[config.mk]
export PLATFORM = sky130hd
export DESIGN_NAME = hvn_div
export DESIGN_NICKNAME = d
export VERILOG_FILES = /design/src/sv/assert_macros.svh /design/src/sv/hvn_pkg.sv /design/src/sv/hvn_div.sv
export SDC_FILE = /design/constraint.sdc
export NUM_CORES = 2
export LEC_CHECK = 0
export ABC_AREA = 1
export BUFFER_PORTS_ARGS = -buffer_cell sky130_fd_sc_hd__buf_2
export CORE_MARGIN = 2
export CORE_UTILIZATION = 45
export CTS_CLUSTER_SIZE = 40
export DETAILED_ROUTE_END_ITERATION = 10
export PLACE_DENSITY = 0.57
export SYNTH_ARGS = -nofsm -noshare
export SYNTH_HDL_FRONTEND = slang
export SYNTH_SLANG_ARGS = --single-unit
export TNS_END_PERCENT = 50
[constraint.sdc]
create_clock -name clk -period 6.8 [get_ports clk]
set_input_delay 1.36 -clock clk [delete_from_list [all_inputs] [get_ports clk]]
set_output_delay 1.36 -clock clk [all_outputs]
set_load 0.005 [all_outputs]
[src/sv/assert_macros.svh]
// Assertion macros used by the heightmap_vertex_normal RTL.
// Expects clk and rst in the scope of use.
`ifndef ASSERT_MACROS_SVH
`define ASSERT_MACROS_SVH

// Same-cycle implication, disabled in reset
`define ASSERT_IMPLIES(label, ante, cons, msg) \
  label: assert property (@(posedge clk) disable iff (rst) (ante) |-> (cons)) else $error(msg);

// Next-cycle implication, disabled in reset
`define ASSERT_NEXT(label, ante, cons, msg) \
  label: assert property (@(posedge clk) disable iff (rst) (ante) |=> (cons)) else $error(msg);

`endif

[src/sv/hvn_pkg.sv]
// Shared widths, register codes and types for the heightmap vertex normal block.
// No dependencies; used by hvn_sqrt, hvn_div and heightmap_vertex_normal.
package hvn_pkg;

  localparam int HEIGHT_BITS = 24;
  localparam int COORD_W     = 16;
  localparam int SPACE_W     = 24;

  // Cross product and sum widths
  localparam int DIFF_W = HEIGHT_BITS + 1;
  localparam int PROD_W = DIFF_W + SPACE_W + 1;
  localparam int AREA_W = 2 * SPACE_W;
  localparam int WIDE_W = (HEIGHT_BITS > SPACE_W) ? HEIGHT_BITS : SPACE_W;
  localparam int SUM_W  = WIDE_W + 27;
  localparam int MAG_W  = SUM_W - 1;

  // Leading-one search in byte groups
  localparam int NGRP  = (MAG_W + 7) / 8;
  localparam int GRP_W = $clog2(NGRP);
  localparam int POS_W = $clog2(NGRP * 8);

  // Normalized magnitudes, root and quotient
  localparam int NM_W   = 30;
  localparam int NM_TOP = NM_W - 1;
  localparam int SQ_W   = 2 * NM_W + 2;
  localparam int RT_W   = NM_W + 1;
  localparam int Q_W    = 16;
  localparam int NUM_W  = NM_W + Q_W;
  localparam logic [Q_W-1:0] Q_MAX = {1'b0, {(Q_W-1){1'b1}}};

  // Pipeline length: front stages, root, divide, output register
  localparam int PRE_STAGES = 10;
  localparam int LAT        = PRE_STAGES + RT_W + Q_W + 1;

  // Stream payloads
  localparam int IN_BITS = 2 * COORD_W + 5 * HEIGHT_BITS;
  localparam int IN_W    = ((IN_BITS + 7) / 8) * 8;
  localparam int OUT_W   = 3 * Q_W;

  // APB register map
  localparam int ADDR_W = 4;
  localparam int DATA_W = 32;
  localparam logic [1:0] REG_GRID_W  = 2'd0;
  localparam logic [1:0] REG_GRID_H  = 2'd1;
  localparam logic [1:0] REG_SPACE_X = 2'd2;
  localparam logic [1:0] REG_SPACE_Z = 2'd3;

  localparam logic [15:0]        GRID_W_RST  = 16'd1024;
  localparam logic [15:0]        GRID_H_RST  = 16'd1024;
  localparam logic [SPACE_W-1:0] SPACE_X_RST = SPACE_W'(256);
  localparam logic [SPACE_W-1:0] SPACE_Z_RST = SPACE_W'(256);

  // Per-item flags that ride along the pipeline
  typedef struct packed {
    logic [2:0] neg;
    logic       any;
    logic       degen;
  } side_t;

endpackage

[src/sv/hvn_div.sv]
// Pipelined rounded Q1.15 divide: (mag * 2^15 + len/2) / len, one bit per stage.
// Depends on hvn_pkg.
module hvn_div (
  input  logic                      clk,
  input  logic                      en,
  input  logic [hvn_pkg::NM_W-1:0]  mag,
  input  logic [hvn_pkg::RT_W-1:0]  len,
  output logic [hvn_pkg::Q_W-1:0]   quot
);

  logic [hvn_pkg::NUM_W-1:0] rem_q  [hvn_pkg::Q_W];
  logic [hvn_pkg::RT_W-1:0]  den_q  [hvn_pkg::Q_W];
  logic [hvn_pkg::Q_W-1:0]   quo_q  [hvn_pkg::Q_W];
  logic [hvn_pkg::NUM_W-1:0] rem_in [hvn_pkg::Q_W];
  logic [hvn_pkg::RT_W-1:0]  den_in [hvn_pkg::Q_W];
  logic [hvn_pkg::Q_W-1:0]   quo_in [hvn_pkg::Q_W];
  logic [hvn_pkg::NUM_W:0]   step   [hvn_pkg::Q_W];
  logic                      fit    [hvn_pkg::Q_W];

  // Rounded numerator enters stage 0; divisor travels with it
  always_comb begin
    rem_in[0] = (hvn_pkg::NUM_W'(mag) << (hvn_pkg::Q_W - 1)) + hvn_pkg::NUM_W'(len >> 1);
    den_in[0] = len;
    quo_in[0] = '0;
    for (int i = 1; i < hvn_pkg::Q_W; i++) begin
      rem_in[i] = rem_q[i-1];
      den_in[i] = den_q[i-1];
      quo_in[i] = quo_q[i-1];
    end
    for (int i = 0; i < hvn_pkg::Q_W; i++) begin
      step[i] = (hvn_pkg::NUM_W+1)'(den_in[i]) << (hvn_pkg::Q_W - 1 - i);
      fit[i]  = (hvn_pkg::NUM_W+1)'(rem_in[i]) >= step[i];
    end
  end

  // Restoring divide stages
  always_ff @(posedge clk) begin
    if (en) begin
      for (int i = 0; i < hvn_pkg::Q_W; i++) begin
        rem_q[i] <= fit[i] ? rem_in[i] - step[i][hvn_pkg::NUM_W-1:0] : rem_in[i];
        den_q[i] <= den_in[i];
        quo_q[i] <= quo_in[i] |
                    (fit[i] ? hvn_pkg::Q_W'(1) << (hvn_pkg::Q_W - 1 - i) : '0);
      end
    end
  end

  assign quot = quo_q[hvn_pkg::Q_W-1];

endmodule

==> flow_summary.json <==
{
  "track_usage_pct": 31.9,
  "period_share_pct": 69.4,
  "cts_sinks": 1171,
  "grt_setup_unrepaired": "false",
  "worstSkewPairLatency_ns": 0.83,
  "seq_area_frac_synth_pct": 40.1,
  "core_sq_mm": 0.194,
  "drv_cap": 0,
  "worst-path-stages": 23,
  "ir_worst_vdd_uv": 359,
  "synth_area_sq_mm": 0.0877,
  "overflow": 0,
  "fillers": 19700,
  "area_delta_synth_final_pct": 8.61,
  "powerDensity_mw_per_mm2": 414,
  "critPathCaptureType": "register",
  "top_level_ports": 79,
  "cp.arrival_ns": 5.22,
  "max_freq_mhz": 212,
  "routabilityCongestion": 1.00,
  "crit_buf_inv": 4,
  "route.detailed.wl_per_inst_um": 21.0,
  "fin_setup_tns_ns": 0,
  "yosys_warnings": 0,
  "holdCritPathClass": "register to register",
  "cts_buffers": 136,
  "status": "finished, final reports clean",
  "synth-async-reset-ratio_pct": 0,
  "hpwlAfterDp_mm": 265,
  "clk_path_buf_depth": 3,
  "crit_chain": "buf_2 > ha_1 > inv_1 > fa_1 > inv_1 > nand3_1 > nand3_1 > nand2_1 > nand2_1 > nand3_1 > nand2_1 > nand2_1 > nand2_1 > nand2_1 > ha_1 > nand2_1 > nor2_1 > nand2_1 > nor3_1 > nand2_1 > nand3_2 > buf_4 > o21ai_0",
  "cpMaxStageDelayCell": "buf_4",
  "dp_slack_ns": 1.28,
  "dr.pass1.iters": 9,
  "finalHoldViolCount": 0,
  "htreeDepth": 4,
  "start_util_pct": 45.1,
  "fin_skew_ns": 0.0399,
  "cts_setup_buffers": 0,
  "ys.flop_type": "edfxtp_1",
  "die_area_sq_mm": 0.198,
  "routed_wl_mm": 322,
  "postSynthAreaPerCell_sq_um": 6.99,
  "cts_resized": 0,
  "root_buffer": "clkbuf_16",
  "crit_type": "primary input to register",
  "ctsHoldBuffers": 0,
  "setup_viol": 0,
  "path_common_cell": "nand2_1",
  "grt_pass1_vias": 74500,
  "cts_tree": "yes",
  "first_iter_violations": 8025,
  "multi_input_area_sq_mm": 0.0424,
  "drive_above_1_share_pct": 3.21,
  "grt_first_pass_wirelength_mm": 471,
  "maxSlewHeadroom_pct": 27.2,
  "viasPerCell": 5.20,
  "die_x_um": 445,
  "grt_max_degree": 158,
  "drv_slew": 0,
  "portBuffers": 78,
  "antenna_found_initial": 14,
  "route.vias.total": 79700,
  "min_path_cells": 0,
  "leakage_nw": 48.8,
  "tightest_slew_ns": 1.09,
  "fp-row-count": 162,
  "finalCriticalPeriod_ns": 4.72,
  "synth-seq-cells": 1171,
  "cp_max_fo": 39,
  "ys_types": 43,
  "cts.clk_slew.worst_paths_ns": 0.06,
  "r2r_cells": 15,
  "regArea_sq_mm": 0.0352,
  "layout_setup_ws_ns": 2.08,
  "postRouteAntennaNets": 0,
  "fp.dieH_um": 445,
  "synth_edf_count": 1171,
  "syn_nets": 13100,
  "max_stage_delay_ns": 0.43,
  "postSynthCellCount": 12500,
  "critPathLaunchType": "primary input",
  "crit_family": "simple AND/OR/NAND/NOR gates",
  "required_ns": 7.31,
  "r2r_setup_slack_ns": 2.50,
  "final_nets": 13300,
  "drc": 0
}
==> metal layers <==
| layer | up-vias | global-route usage [%] | part of all wire, % |
|---|---|---|---|
| li1 | 39400 | - | - |
| met1 | 36900 | 43.1 | 44 |
| met2 | 2860 | 52.4 | 46 |
| met3 | 507 | 3.66 | 6.3 |
| met4 | 6 | 11.8 | 4.0 |
| met5 | - | 0 | 0.011 |
==> path summary, 6_finish.rpt <==
| path | startpoint | end |
|---|---|---|
| setup / recovery | len[16] | rem_q[0][27]$_DFFE_PP_ |
| hold / removal | quo_q[1][88]$_DFFE_PP_ | quo_q[1][104]$_DFFE_PP_ |
| setup reg to reg | rem_q[1][6]$_DFFE_PP_ | rem_q[1][82]$_DFFE_PP_ |
| hold reg to reg | quo_q[1][88]$_DFFE_PP_ | quo_q[1][104]$_DFFE_PP_ |
==> cell usage in the layout (no fill, tap or decap), types with 23 or more instances in the layout <==
cell	count
xor2_1	228
nand4_1	156
o21ai_1	23
a21oi_1	418
inv_1	2478
xnor2_1	47
nor2_1	1042
ha_1	511
buf_2	77
nand3b_1	81
nand2_1	5073
o21ai_0	151
nor3_1	120
nand3_1	709
o21bai_1	47
clkinv_1	27
edfxtp_1	1171
nand2_2	25
clkbuf_16	138
a21oi_2	30
==> Yosys cell counts, types with 7 or more instances <==
library cell,n,share of area [%]
o21bai_1,47,0.40
nor3_1,120,0.69
nand2_2,25,0.18
fa_1,16,0.37
o21ai_0,151,0.86
xor2_1,228,2.3
nand3_2,7,0.080
ha_1,511,7.3
nand3_1,709,4.0
nand4_1,156,1.1
nor4_1,7,0.050
nor2_1,1042,4.5
nand2_1,5073,22
xnor2_1,47,0.47
a21oi_1,418,2.4
nand2_4,7,0.090
o21ai_1,23,0.13
buf_6,32,0.41
nand3b_1,81,0.69
inv_2,10,0.043
inv_1,2478,11
buf_4,22,0.19
and2_1,22,0.16
edfxtp_1,1171,40
o21a_1,9,0.077
a21oi_2,30,0.30
nor2_2,16,0.11
buf_2,45,0.26
==> cells by family (layout without fill, tap and decap cells) <==
family / Yosys count / in the layout / share of synthesized area [%]
AO/OA/AOI/OAI: 703 / 703 / 4.38
other: 0 / 3 / 0
adder cells (fa/ha/maj): 527 / 527 / 7.66
buffers and inverters: 2589 / 2830 / 11.5
AND/OR/NAND/NOR: 7284 / 7284 / 33.6
flip-flops: 1171 / 1171 / 40.1
XOR/XNOR: 275 / 275 / 2.75
==> cell type report <==
class	count	area share, %
inverters	2490	9.82
repair buffers	95	0.678
flip-flops and latches	1171	36.9
clock inverters	89	0.995
clock buffers	156	3.70
multi-input cells	8789	44.5
well taps	2542	3.34
diodes	3	0.00788
==> registers in the layout, indices dropped and copies added (netlist names) <==
signal	flops
quo_q	136
den_q	345
rem_q	690
==> per-stage QoR <==
step                hold slack (ns)  util (%)  power [mW]  instances  instance area (sq um)
floorplan                     0.400         -        24.6      12500                  87700
global placement              0.400      46.7        31.7      15100                  90700
detailed placement            0.405      46.7        31.7      15100                  90700
CTS                           0.410      49.0        39.3      15300                  95200
global route                  0.413      49.0        42.2      15300                  95200
finish                        0.406      49.0        39.4      15300                  95200
==> where the power goes <==
part	total [mW]	internal, mW	switching, mW
registers	12.2	10.5	1.77
clock network	7.44	4.26	3.18
logic	19.8	6.00	13.8
total	39.4	20.7	18.7
(Power assumes the default switching activity.)
